$ cat src/rtl/lzwsd_pkg.sv
`default_nettype none
package lzwsd_pkg;
   localparam int MAX_CODE_BITS = 12;
   localparam int TABLE_DEPTH   = 4096;
   localparam int TBL_AW        = $clog2(TABLE_DEPTH);
   localparam int NF_W          = TBL_AW + 1;
   localparam int WID_W         = $clog2(MAX_CODE_BITS + 1);
   localparam int CLEAR_CODE    = 256;
   localparam int FIRST_FREE    = 257;
   localparam int START_BITS    = 9;
   localparam int STACK_DEPTH   = ((TABLE_DEPTH - 256 + 63) / 64 + 1) * 64;
   localparam int STACK_AW      = $clog2(STACK_DEPTH);
   localparam int LEN_W         = $clog2(STACK_DEPTH + 1);
   localparam int CHUNK_BYTES   = 64;
   localparam int CNT_W         = 7;

   // one completed code handed from the front end to the expander
   typedef struct packed {
      logic                     valid;
      logic                     first;
      logic                     kwkwk;
      logic                     wr_en;
      logic [MAX_CODE_BITS-1:0] code;
      logic [MAX_CODE_BITS-1:0] prev;
      logic [TBL_AW-1:0]        wr_addr;
   } cmd_type;

   // one finished chunk from the expander
   typedef struct packed {
      logic                       valid;
      logic [CHUNK_BYTES*8-1:0]   bytes;
      logic [CNT_W-1:0]           count;
      logic                       last;
   } chunk_type;
endpackage
`default_nettype wire

$ cat src/rtl/lzwsd_unpack.sv
`default_nettype none
module lzwsd_unpack (
   input  wire                 clock,
   input  wire                 reset,
   input  wire                 accept,
   input  wire [7:0]           in_byte,
   input  wire                 restart,
   output lzwsd_pkg::cmd_type  cmd
);
   import lzwsd_pkg::*;

   typedef enum logic [1:0] {PH_RUN, PH_DROP_ONE, PH_KEEP_ONE, PH_DISCARD} phase_type;

   localparam int EXT_W = MAX_CODE_BITS + 8;

   phase_type               phase_ff, phase_in;
   logic [MAX_CODE_BITS-1:0] accum_ff, accum_in;
   logic [WID_W-1:0]         abits_ff, abits_in;
   logic [WID_W-1:0]         width_ff, width_in;
   logic [NF_W-1:0]          free_ff, free_in;
   logic [MAX_CODE_BITS-1:0] prev_ff, prev_in;
   logic [6:0]               bsc_ff, bsc_in;
   logic [4:0]               disc_ff, disc_in;
   logic                     first_ff, first_in;

   logic [EXT_W-1:0]         ext, mask;
   logic [WID_W:0]           bit_sum;
   logic [MAX_CODE_BITS-1:0] code;
   logic [6:0]               nb8, bsc_t, a;
   logic [NF_W-1:0]          free_t;
   logic                     was_keep, cleared;

   always_comb begin
      phase_in = phase_ff;
      accum_in = accum_ff;
      abits_in = abits_ff;
      width_in = width_ff;
      free_in  = free_ff;
      prev_in  = prev_ff;
      bsc_in   = bsc_ff;
      disc_in  = disc_ff;
      first_in = first_ff;
      cmd      = '0;
      cleared  = 1'b0;
      ext      = '0;
      mask     = '0;
      bit_sum  = '0;
      code     = '0;
      nb8      = '0;
      bsc_t    = '0;
      a        = '0;
      free_t   = '0;
      was_keep = 1'b0;
      if (accept) begin
         // start of stream restores the scalar state first
         if (restart) begin
            phase_in = PH_RUN;
            accum_in = '0;
            abits_in = '0;
            width_in = WID_W'(START_BITS);
            free_in  = NF_W'(FIRST_FREE);
            prev_in  = '0;
            bsc_in   = '0;
            disc_in  = '0;
            first_in = 1'b1;
         end
         case (phase_in)
            PH_DROP_ONE: phase_in = PH_KEEP_ONE;
            PH_DISCARD: begin
               if (disc_in != '0) disc_in = disc_in - 5'd1;
               if (disc_in == '0) phase_in = PH_RUN;
            end
            default: begin
               was_keep = (phase_in == PH_KEEP_ONE);
               ext  = EXT_W'(accum_in) | (EXT_W'(in_byte) << abits_in);
               bit_sum = {1'b0, abits_in} + (WID_W+1)'(8);
               if (bit_sum < {1'b0, width_in}) begin
                  accum_in = MAX_CODE_BITS'(ext);
                  abits_in = WID_W'(bit_sum);
               end else begin
                  mask = (EXT_W'(1) << width_in) - EXT_W'(1);
                  code = MAX_CODE_BITS'(ext & mask);
                  accum_in = MAX_CODE_BITS'(ext >> width_in);
                  abits_in = WID_W'(bit_sum - {1'b0, width_in});
                  if (first_in) begin
                     // first code goes out as its low byte
                     first_in    = 1'b0;
                     prev_in     = code;
                     cmd.valid   = 1'b1;
                     cmd.first   = 1'b1;
                     cmd.code    = code;
                  end else begin
                     nb8   = {width_in, 3'b000};
                     bsc_t = bsc_in + 7'(width_in);
                     if (bsc_t >= nb8) bsc_t = bsc_t - nb8;
                     bsc_in = bsc_t;
                     if (code == MAX_CODE_BITS'(CLEAR_CODE)) begin
                        // clear: drop alignment padding after the code
                        a = (bsc_t == '0) ? nb8 - 7'd1 : bsc_t - 7'd1;
                        disc_in  = 5'((nb8 - 7'd1 - a) >> 3);
                        width_in = WID_W'(START_BITS);
                        free_in  = NF_W'(CLEAR_CODE);
                        bsc_in   = '0;
                        phase_in = (abits_in != '0) ? PH_DROP_ONE : PH_KEEP_ONE;
                        accum_in = '0;
                        abits_in = '0;
                        cleared  = 1'b1;
                     end else begin
                        cmd.valid   = 1'b1;
                        cmd.code    = code;
                        cmd.prev    = prev_in;
                        cmd.kwkwk   = (NF_W'(code) >= free_in);
                        cmd.wr_en   = (free_in < NF_W'(TABLE_DEPTH));
                        cmd.wr_addr = TBL_AW'(free_in);
                        if (cmd.wr_en) begin
                           free_t  = free_in + NF_W'(1);
                           free_in = free_t;
                           if (free_t >= (NF_W'(1) << width_in) &&
                               width_in < WID_W'(MAX_CODE_BITS)) begin
                              width_in = width_in + WID_W'(1);
                              bsc_in   = '0;
                           end
                        end
                        prev_in = code;
                     end
                  end
               end
               if (was_keep && !cleared)
                  phase_in = (disc_in != '0) ? PH_DISCARD : PH_RUN;
            end
         endcase
      end
   end

   always_ff @(posedge clock) begin
      if (reset) begin
         phase_ff <= PH_RUN;
         accum_ff <= '0;
         abits_ff <= '0;
         width_ff <= WID_W'(START_BITS);
         free_ff  <= NF_W'(FIRST_FREE);
         prev_ff  <= '0;
         bsc_ff   <= '0;
         disc_ff  <= '0;
         first_ff <= 1'b1;
      end else begin
         phase_ff <= phase_in;
         accum_ff <= accum_in;
         abits_ff <= abits_in;
         width_ff <= width_in;
         free_ff  <= free_in;
         prev_ff  <= prev_in;
         bsc_ff   <= bsc_in;
         disc_ff  <= disc_in;
         first_ff <= first_in;
      end
   end
endmodule
`default_nettype wire

$ cat config.mk
export PLATFORM = sky130hd
export DESIGN_NAME = lzwsd_unpack
export DESIGN_NICKNAME = d
export VERILOG_FILES = /design/src/rtl/lzwsd_pkg.sv /design/src/rtl/lzwsd_unpack.sv
export SDC_FILE = /design/constraint.sdc
export NUM_CORES = 1
export LEC_CHECK = 0
export BUFFER_PORTS_ARGS = -buffer_cell sky130_fd_sc_hd__buf_2
export CAP_MARGIN = 10
export CORE_ASPECT_RATIO = 0.7
export CORE_MARGIN = 2
export CORE_UTILIZATION = 38
export CTS_CLUSTER_SIZE = 28
export DETAILED_ROUTE_END_ITERATION = 10
export PLACE_DENSITY_LB_ADDON = 0.25
export SLEW_MARGIN = 20
export SYNTH_ARGS = -nofsm -noshare
export SYNTH_HDL_FRONTEND = slang
export SYNTH_SLANG_ARGS = --single-unit
$ cat constraint.sdc
create_clock -name clock -period 21.4 [get_ports clock]
set_clock_uncertainty 0.15 [all_clocks]
set_input_delay 3.21 -clock clock [delete_from_list [all_inputs] [get_ports clock]]
set_output_delay 3.21 -clock clock [all_outputs]
set_load 0.005 [all_outputs]
# Yosys cells after proc, flatten, opt, wreduce, memory -nomap -nowiden
# Cells that the tools add are included.
totals:
  regBits: 60
  in_bits: 12
  out_inout_bits: 40
classes:
  add_sub_neg: 11
  magnitude_cmp: 6
  eq_ne: 4
  n_shift: 4
  mux: 86
  bitwise: 2
  n_reduce_logical: 9
op_table:
  columns: ["op", "count"]
  rows:
  - ["2-to-1 mux 12 bit", 12]
  - ["2-to-1 mux 40 bit", 3]
  - ["2-to-1 mux 7 bit", 14]
  - ["2-to-1 mux 13 bit", 7]
  - ["2-to-1 mux 4 bit", 14]
  - ["2-to-1 mux 5 bit", 10]
  - ["2-to-1 mux 38 bit", 1]
  - ["2-to-1 mux 24 bit", 1]
  - ["2-to-1 mux 2 bit", 10]
  - ["bitwise OR 12 x 20 -> 20 bit", 1]
  - ["left shift 8 x 4 -> 20 bit", 1]
  - ["right shift 20 x 4 -> 12 bit", 1]
  - ["subtractor 7 x 1 -> 7 bit (second input constant)", 2]
  - ["subtractor 7 bit", 2]
  - ["adder 13 x 1 -> 13 bit (second input constant)", 1]
  - ["greater-or-equal comparator 12 x 13 -> 1 bit", 1]
  - ["greater-or-equal comparator 13 bit", 1]
  - ["less-than comparator 13 bit (second input constant)", 1]
  - ["left shift 1 x 4 -> 13 bit (first input constant)", 1]
  - ["AND 12 bit", 1]
  - ["== test 12 x 9 -> 1 bit (second input constant)", 1]
  - ["2-to-1 mux 1 bit", 12]
  - ["left shift 1 x 4 -> 12 bit (first input constant)", 1]
  - ["subtractor 12 x 2 -> 12 bit (second input constant)", 1]
  - ["other kinds (19)", 22]

# Logic depth before layout (Yosys ltp)
# Gate-level depths: netlist of the first run.
logic_depth:
  word_depth: 21
  mapped_depth: 33

# Worst setup path before layout of the first run
# Ideal clock, no wire load.
synth_path:
  kind: "input -> output"
  start: "in restart"
  end: "out cmd[37] (netlist name)"
  arrival_time_ps: 8006
  setup_slack_ps: 10034
  path_stages: 24
  path_buffers: 6
  cell_sequence: "buf_4 > clkbuf_1 > clkbuf_1 > clkbuf_1 > nor2_1 > inv_1 > buf_1 > ha_1 > clkbuf_1 > nand2_1 > ha_1 > a21oi_1 > ha_1 > nor2b_1 > o21a_1 > o21a_1 > o21a_1 > o21a_1 > o21a_1 > o21a_1 > o21a_1 > o21a_1 > o211ai_1 > a21boi_1"
synth_rtl:
  columns: ["element", "line_no", "rtl"]
  rows:
  - ["start, declared", "lzwsd_unpack.sv:7", "input wire restart,"]
  - ["end, declared", "lzwsd_unpack.sv:8", "output lzwsd_pkg::cmd_type cmd"]

==> results of run 1 <==
==> worst paths after layout <==
kind | startpoint | slack [ns] | endpoint | cells after the start
max | restart | 9.86 | cmd[31] | 18
max reg2reg | width_ff[0] | 14.86 | disc_ff[2] | 26
min reg2reg | disc_ff[4] | 0.32 | disc_ff[4] | 2
min | disc_ff[4] | 0.32 | disc_ff[4] | 2
==> synth_stat cells (5+ instances only) <==
master	count
nor3b_1	5
nand2b_1	18
or2_2	5
o211ai_1	12
and2_1	28
nand2_1	80
buf_2	8
a21oi_1	62
xnor2_1	20
o21bai_1	5
nand4_1	14
a2bb2oi_1	5
a221oi_1	6
a211oi_1	19
o22ai_1	9
o21a_1	13
buf_1	10
a31oi_1	8
mux4_2	11
inv_1	34
nor3_1	35
ha_1	48
o31ai_1	8
a221o_1	6
a311oi_1	7
clkbuf_1	50
and3_1	7
nor4_1	10
a22oi_1	31
o21ai_0	38
mux2i_1	20
xor2_1	8
nor2_1	129
nand3_1	31
a21boi_0	5
dfxtp_1	60
or3_1	11
nor2b_1	12
a21o_1	17
o21ai_1	11
==> power groups by stage <==
stage / sequential, mW / combinational (mW) / clock (mW)
after floorplan: 0.120 / 0.0749 / 0
after global placement: 0.124 / 0.103 / 0
after detailed placement: 0.124 / 0.101 / 0
after CTS: 0.121 / 0.102 / 0.139
after global routing: 0.122 / 0.114 / 0.145
final: 0.122 / 0.105 / 0.137
==> stage by stage <==
| stage | setup WS, ns | instance area [um^2] | instances |
|---|---|---|---|
| finish | 9.86 | 7760 | 1241 |
| global placement | 10.30 | 7480 | 1225 |
| floorplan | 10.03 | 7090 | 993 |
| detailed placement | 10.15 | 7480 | 1225 |
| CTS | 10.07 | 7760 | 1241 |
| global route | 9.58 | 7760 | 1241 |
==> registers in the layout, indices dropped and copies added, names as in the netlist <==
name      count
free_ff      13
width_ff      4
prev_ff      12
bsc_ff        7
phase_ff      2
abits_ff      4
disc_ff       5
accum_ff     12
first_ff      1
==> layer usage <==
layer	up-vias	GRT usage (%)	share of wire [%]
met1	3609	37.6	48
met5	-	0	0
li1	3688	-	-
met4	0	3.04	0.84
met2	405	33.4	40
met3	25	6.56	11
==> final cells by class <==
class	count	area, um^2
clock inverter	5	36.3
inverter	40	150
sequential	60	1200
fill	1939	10400
timing repair buffer	66	368
tap	236	295
multi-input combinational	823	5460
clock buffer	11	243
==> worst max-delay path, stage by stage <==
cell,delay [ns]
buf_2,0.07
buf_4,0.42
nor2_1,0.08
buf_4,0.22
inv_1,0.38
ha_1,0.49
nand2_1,0.17
ha_1,0.28
xor2_1,0.25
a21oi_1,0.12
nor4b_1,0.39
nand4b_1,0.20
or2_1,0.39
nor3_1,0.57
or2_1,0.38
inv_2,0.19
and2_1,0.20
buf_2,0.12
==> cells by family (layout without fill, tap and decap cells) <==
logic type	after synthesis	count (layout)
AO/OA/AOI/OAI	306	306
XOR/XNOR	30	30
adder cells (fa/ha/maj)	48	48
buffers and inverters	110	122
flip-flops	60	60
multiplexers	37	37
AND/OR/NAND/NOR	402	402
==> metrics, run 1 <==
vias in the first global route 6894; worst-margin pin slew approximately 0.96 ns; slew margin rel. 35.8%; Compound-Gate Fraction of Synth Area 29.9%; crit start category input port; xor/xnor share of the synthesized area 4.01%; # nets final 1060; syn avg cell area 7.14 um^2; Hold-fix buffers, CTS 0; number of cells upsized or downsized after cts 0; VDD IR max 0.0333 mV; Residual DRC 0; Gate Count Post-Synth about 990; ratio of cells with drive above 1 in the final layout 11.2%; mapped cell area 7090 um^2; Ant. Diodes 0; grt total ovfl 0; WL final about 24000 um; average wire per standard cell 19.5 um; outcome completed; Hold WS 0.318 ns; Vias/cell 6.23; Max Fclk 86.7 MHz; Adder-Cell Fraction of Synth Area 8.47%; critical path class in -> out; post-synthesis mux area share 7.27%; Clock transition at path regs 0.05 ns; H-tree depth reported by CTS 3; Final Setup Violations 0; Initial Utilization 39.0%; row count 41; gr usage total approximately a quarter; Clock Path Buffers 2; WP data arrival 8.18 ns; root buffer cell clkbuf_16; EDFF count, synth 0; switching share of power a little over a third; Synth Register Bits 60; Yosys top cell area share 16.9%; Port-buffer cells 51; Post-CTS Setup Repair Bufs 0; fraction of registers with async set/reset 0%; Final Util 42.7%; PwrDens 46.9 nW/um^2; I/O pin total 52; initial DRC count 928; top cells by area, synth dfxtp_1 17%, ha_1 8.5%, nor2_1 6.8%, a21oi_1 4.4%, nand2_1 4.2%; WP data required around 18 ns; core area 18200 um^2; post-route ant nets 0; Sw Pwr around 0.13 mW; worst hold path type reg -> reg; gpl congestion 0.941; Max-Cap Viols 0; RSZ-0062 raised after global routing false; Seq pwr share 33.5%; most common cell after layout, fill and taps aside nor2_1; crit end category primary output; Pins Over Slew Limit 0; Simple-Gate Fraction of Synth Area 27.4%; Syn. warnings 0; total power 0.364 mW; antenna violations before repair 0; hpwl dp 17900 um; Cell variety after synth 81; CTS tree yes; P_int roughly 0.24 mW; most frequent cells in the layout 127 x nor2_1, 80 x nand2_1, 62 x a21oi_1; Clk pwr share 37.7%; Chip Height 118 um; Primary FF master, synth dfxtp_1; Final min period 11.54 ns; pin count of the biggest net entering global routing slightly above 60; Final period util 53.9%; area delta synth->final 9.41%; largest family of logic cells by synthesized area compound AO/OA/AOI/OAI gates; syn_nets between 1k and 1.5k; Setup TNS 0 ns; die width 167 um; drt pass-1 iters 6; Leak roughly 3.0 nW; die area 19800 um^2; first-pass GRT wire length roughly 39000 um; cell taking the most area after synthesis dfxtp_1; routed via count 7727; CTS sink cnt 60; crit path max fanout 48; Gate power share 28.9%; Fin. Hold Viols 0; post-synthesis sequential area ratio 16.9%; total CTS buffers 9; worst-skew pair later-pin latency 0.34 ns
Note: power is estimated with default switching activity, not from simulation.
==> run 2, diff against run 1 <==
==> constraint.sdc (replaced) <==
create_clock -name clock -period 10.4 [get_ports clock]
set_clock_uncertainty 0.15 [all_clocks]
set_input_delay 1.56 -clock clock [delete_from_list [all_inputs] [get_ports clock]]
set_output_delay 1.56 -clock clock [all_outputs]
set_load 0.005 [all_outputs]
==> metrics, run 2 (synthesis gave the netlist of run 1 again) <==
outcome completed; # nets final 1058 (-0.19%); Largest register FFs 13 (unchanged); CP Launch Point restart; WP data arrival 6.57 ns (-1.61 ns); r2r startpoint width_ff[0]; Vias/cell 6.27 (+0.64%); Post-CTS Setup Repair Bufs 0 (unchanged); Reg with most FFs free_ff; Final period util 79.6%; Pins Over Slew Limit 0 (unchanged); Final min period 8.28 ns; VDD IR max 0.0667 mV (+100%); Max-Cap Viols 0 (unchanged); ratio of cells with drive above 1 in the final layout 11.1% (-0.18 points); RSZ-0062 raised after global routing false; root buffer cell clkbuf_16; Clk pwr share 41.2% (+3.5 points); antenna violations before repair 0 (unchanged); P_int 0.529 mW (+120%); worst-skew pair later-pin latency 0.34 ns (about the same); H-tree depth reported by CTS 3 (unchanged); average wire per standard cell 19.9 um (+1.7%); Max Fclk 121 MHz; gr usage total 24.7% (+0.57 points); Top Registers free_ff (13), accum_ff (12), prev_ff (12); switching share of power 33.5% (-1.5 points); CTS tree yes; Sw Pwr 0.266 mW (+110%); area delta synth->final 9.74%; PwrDens 102 nW/um^2 (+120%); row count 41 (unchanged); Port-buffer cells 51 (unchanged); Fin. Hold Viols 0 (unchanged); WL final 24600 um (+1.6%); crit start category input port; Hold-fix buffers, CTS 0 (unchanged); first-pass GRT wire length 39500 um (+1.9%); Leak 3.04 nW (+0.40%); I/O pin total 52 (unchanged); WP data required 8.69 ns (-9.35 ns); die width 167 um (unchanged); Hold Crit Start disc_ff[4]; crit path max fanout 39 (-19%); hpwl dp 18100 um (+1.4%); Chip Height 118 um (unchanged); Initial Utilization 39.0% (unchanged); Clock Path Buffers 2 (unchanged); most frequent cells in the layout 127 x nor2_1, 80 x nand2_1, 62 x a21oi_1; number of cells upsized or downsized after cts 0 (unchanged); Ant. Diodes 0 (unchanged); slew margin rel. 26.4% (-9.4 points); grt total ovfl 0 (unchanged); most common cell after layout, fill and taps aside nor2_1; worst hold path type reg -> reg; worst-margin pin slew 1.09 ns (+0.129 ns); routed via count 7764 (+0.48%); gpl congestion 0.959 (+1.9%); vias in the first global route 7141 (+3.6%); pin count of the biggest net entering global routing 61 (unchanged); critical path class in -> out; Gate power share 27.2% (-1.7 points); drt pass-1 iters 6 (unchanged); die area 19800 um^2 (unchanged); total CTS buffers 9 (unchanged); Seq pwr share 31.5% (-2.0 points); Residual DRC 0 (unchanged); Setup TNS 0 ns (unchanged); CTS sink cnt 60 (unchanged); crit end category primary output; Final Setup Violations 0 (unchanged); core area 18200 um^2 (unchanged); Hold WS 0.320 ns (+0.00283 ns); Clock transition at path regs 0.05 ns (about the same); post-route ant nets 0 (unchanged); initial DRC count 861 (-7.2%)
-- run 2: changes by cell type in the layout (fill, tap and decap cells not counted) --
cell and change:
buf_4 -2, bufinv_16 +2, clkbuf_8 -1, clkinv_4 +1, clkinvlp_4 -1, inv_6 -1
-- run 2: final cells by class --
| class | instances | area [um^2] |
|---|---|---|
| fill | 1897 | 10400 |
| multi-input combinational | 823 | 5460 |
| tap | 236 | 295 |
| timing repair buffer | 64 | 353 |
| clock buffer | 10 | 229 |
| sequential | 60 | 1200 |
| inverter | 40 | 150 |
| clock inverter | 6 | 88.8 |
-- run 2: final timing paths --
path         slack [ns]    endpoint  cells past startpoint
min                0.32  disc_ff[4]                      2
min reg2reg        0.32  disc_ff[4]                      2
max                2.12     cmd[29]                     18
max reg2reg        3.57  disc_ff[2]                     27
-- run 2: stage by stage --
| step | power [mW] | setup WS, ns | cell area [um^2] | instances | utilization [%] |
|---|---|---|---|---|---|
| global placement | 0.464 | 2.45 | 7460 | 1223 | 41.1 |
| global route | 0.828 | 1.79 | 7780 | 1239 | 42.8 |
| CTS | 0.790 | 2.37 | 7780 | 1239 | 42.8 |
| detailed placement | 0.463 | 2.45 | 7460 | 1223 | 41.1 |
| finish | 0.794 | 2.12 | 7780 | 1239 | 42.8 |
| floorplan | 0.401 | 2.12 | 7090 | 993 | - |
-- run 2: worst max-delay path: stages --
cell and delay, ns:
buf_2 0.11, buf_4 0.41, nor2_1 0.08, buf_4 0.22, inv_1 0.39, ha_1 0.50
nand2_1 0.14, ha_1 0.28, xor2_1 0.25, a21oi_1 0.13, nor4b_1 0.37, nand4b_1 0.25
or2_1 0.42, nor3_1 0.56, or2_1 0.37, inv_2 0.19, and2_1 0.19, buf_2 0.12
-- run 2: per-layer routing --
layer,global-route usage (%),wire length [um],vias up
met2,34.4,9680,423
met3,8.81,2950,37
met4,4.95,358,0
met1,36.3,11600,3617
met5,0,0,-
li1,-,-,3687
-- run 2: power by group through the flow --
stage	sequential, mW	combinational, mW	clock (mW)
floorplan	0.247	0.154	0
global placement	0.255	0.209	0
detailed placement	0.255	0.208	0
CTS	0.250	0.209	0.331
global route	0.251	0.234	0.343
finish	0.250	0.216	0.328
==> run 3, diff against run 2 <==
==> constraint.sdc (replaced) <==
create_clock -name clock -period 7.8 [get_ports clock]
set_clock_uncertainty 0.15 [all_clocks]
set_input_delay 1.17 -clock clock [delete_from_list [all_inputs] [get_ports clock]]
set_output_delay 1.17 -clock clock [all_outputs]
set_load 0.005 [all_outputs]
==> metrics, run 3 (synthesis gave the netlist of run 1 again) <==
Setup TNS 0 ns (unchanged); placed instance area 7540 um^2 (+1.0%); average wire per standard cell 20.4 um (+2.8%); Initial Utilization 39.0% (unchanged); Max Fclk 150 MHz; Residual DRC 0 (unchanged); die width 167 um (unchanged); root buffer cell clkbuf_16; vias in the first global route 7123 (-0.25%); CP peak stage delay 0.46 ns (-0.10 ns); ratio of cells with drive above 1 in the final layout 11.9% (+0.79 points); worst-skew pair later-pin latency 0.34 ns (about the same); core area 18200 um^2 (unchanged); Chip Height 118 um (unchanged); Sw Pwr 0.352 mW (+32%); gpl congestion 0.941 (-1.9%); Top Registers free_ff (13), accum_ff (12), prev_ff (12); gr usage total 25.5% (+0.72 points); WP data arrival 5.33 ns (-1.24 ns); # nets final 1068 (+0.95%); pin count of the biggest net entering global routing 61 (unchanged); Max-Cap Viols 0 (unchanged); first-pass GRT wire length 40400 um (+2.3%); row count 41 (unchanged); worst-margin pin slew 1.01 ns (-0.0753 ns); die area 19800 um^2 (unchanged); Largest register FFs 13 (unchanged); H-tree depth reported by CTS 3 (unchanged); total CTS buffers 9 (unchanged); Leak 3.07 nW (+1.2%); drt pass-1 iters 5 (-1); post-route ant nets 0 (unchanged); WP data required 6.48 ns (-2.21 ns); outcome completed; hpwl dp 18700 um (+3.0%); Final min period 6.65 ns; slowest cell on the critical path ha_1; Vias/cell 6.35 (+1.4%); total power 1.03 mW (+30%); routed via count 7928 (+2.1%); slew margin rel. 31.5% (+5.1 points); worst hold path type reg -> reg; Reg with most FFs free_ff; Final Setup Violations 0 (unchanged); most common cell after layout, fill and taps aside nor2_1; PwrDens 132 nW/um^2 (+29%); I/O pin total 52 (unchanged); CTS sink cnt 60 (unchanged); Fillers 1894 (-0.16%); Fin. Hold Viols 0 (unchanged); Post-CTS Setup Repair Bufs 0 (unchanged); Final Cell Area 7830 um^2 (+0.64%); Port-buffer cells 51 (unchanged); dpl ws 1.21 ns (-1.23 ns); crit path cell chain buf_2 > nor2_1 > inv_1 > buf_4 > ha_1 > nand2_1 > ha_1 > a21oi_1 > ha_1 > nor2b_1 > o21a_1 > o21a_1 > o21a_1 > o21a_1 > o21a_1 > o21a_1 > o21a_1 > o21a_1 > o211ai_1 > a21boi_1 > buf_2; Ant. Diodes 0 (unchanged); Buf/Inv on CP 4 (-2); most frequent cells in the layout 127 x nor2_1, 80 x nand2_1, 62 x a21oi_1; crit path max fanout 17 (-56%); Hold-fix buffers, CTS 0 (unchanged); Crit path max-delay family compound AO/OA/AOI/OAI gates; grt total ovfl 0 (unchanged); Clock Path Buffers 2 (unchanged); Final WS setup 1.15 ns (-0.971 ns); initial DRC count 1075 (+25%); VDD IR max 0.0809 mV (+21%); Clk pwr share 39.3% (-1.9 points); P_int 0.680 mW (+29%); Worst R2R Setup Slack 2.00 ns (-1.57 ns); switching share of power 34.1% (+0.61 points); crit end category primary output; Seq pwr share 32.5% (+1.0 points); number of cells upsized or downsized after cts 0 (unchanged); Pins Over Slew Limit 0 (unchanged); area delta synth->final 10.4%; Gate power share 28.2% (+1.0 points); CTS tree yes; CP most frequent cell o21a_1; Final period util a little under nine tenths; RSZ-0062 raised after global routing false; antenna violations before repair 0 (unchanged); crit start category input port; Clock transition at path regs 0.05 ns (about the same); critical path class in -> out; WL final 25500 um (+3.6%)
[run 3: cell count changes in the layout (fill, tap and decap cells not counted)]
cell / delta
buf_4: +10
bufinv_16: -1
clkbuf_8: +1
clkinv_4: -1
[run 3: layer usage]
metal / track usage [%] / share of wire (%)
met1: 38.9 / 48
met2: 35.0 / 39
met3: 7.60 / 12
met4: 3.64 / 0.85
met5: 2.30 / 0.23
[run 3: final timing paths]
check | start | endpoint | cells after the start
worst max-delay path | restart | cmd[37] | 21
worst min-delay path | disc_ff[4] | disc_ff[4] | 2
worst max register to register | width_ff[0] | disc_ff[2] | 24
worst min register to register | disc_ff[4] | disc_ff[4] | 2
[run 3: metrics by stage]
stage | cells | hold WS (ns) | utilization (%)
after detailed placement | 1233 | 0.313 | 41.5
after floorplan | 993 | 0.290 | -
after CTS | 1248 | 0.321 | 43.1
after global placement | 1233 | 0.313 | 41.5
final | 1248 | 0.315 | 43.1
after global routing | 1248 | 0.345 | 43.1
[run 3: power groups by stage]
stage / Clock (mW) / Sequential, mW / Combinational, mW
after global routing: 0.425 / 0.337 / 0.313
after detailed placement: 0 / 0.341 / 0.279
final: 0.405 / 0.336 / 0.291
after global placement: 0 / 0.342 / 0.282
after CTS: 0.410 / 0.335 / 0.281
after floorplan: 0 / 0.330 / 0.206
[run 3: cell type report]
cell class              count  area, um^2  area share [%]
clock buffers              11         243            3.10
clock inverters             4        50.0           0.639
inverters                  40         150            1.92
multi-input cells         823        5460            69.8
flip-flops and latches     60        1200            15.3
well taps                 236         295            3.77
repair buffers             74         428            5.46
[run 3: worst reg2reg max path: stages, from the launching register on]
cell and delay [ns]:
dfxtp_1 0.51, nor2_1 0.23, inv_1 0.08, ha_1 0.23, a21o_1 0.19, a221o_1 0.30
a211oi_1 0.35, nor2_1 0.20, ha_1 0.37, nand2_1 0.06, o41a_1 0.42, a2111o_1 0.46
and3_1 0.18, a311oi_2 0.40, nand2_1 0.21, nand2_1 0.13, o21ai_1 0.07, ha_1 0.29
o21a_1 0.18, nor2_1 0.11, xnor2_1 0.08, mux2i_1 0.13, o22ai_1 0.10, a22oi_1 0.20
nor2_1 0.05
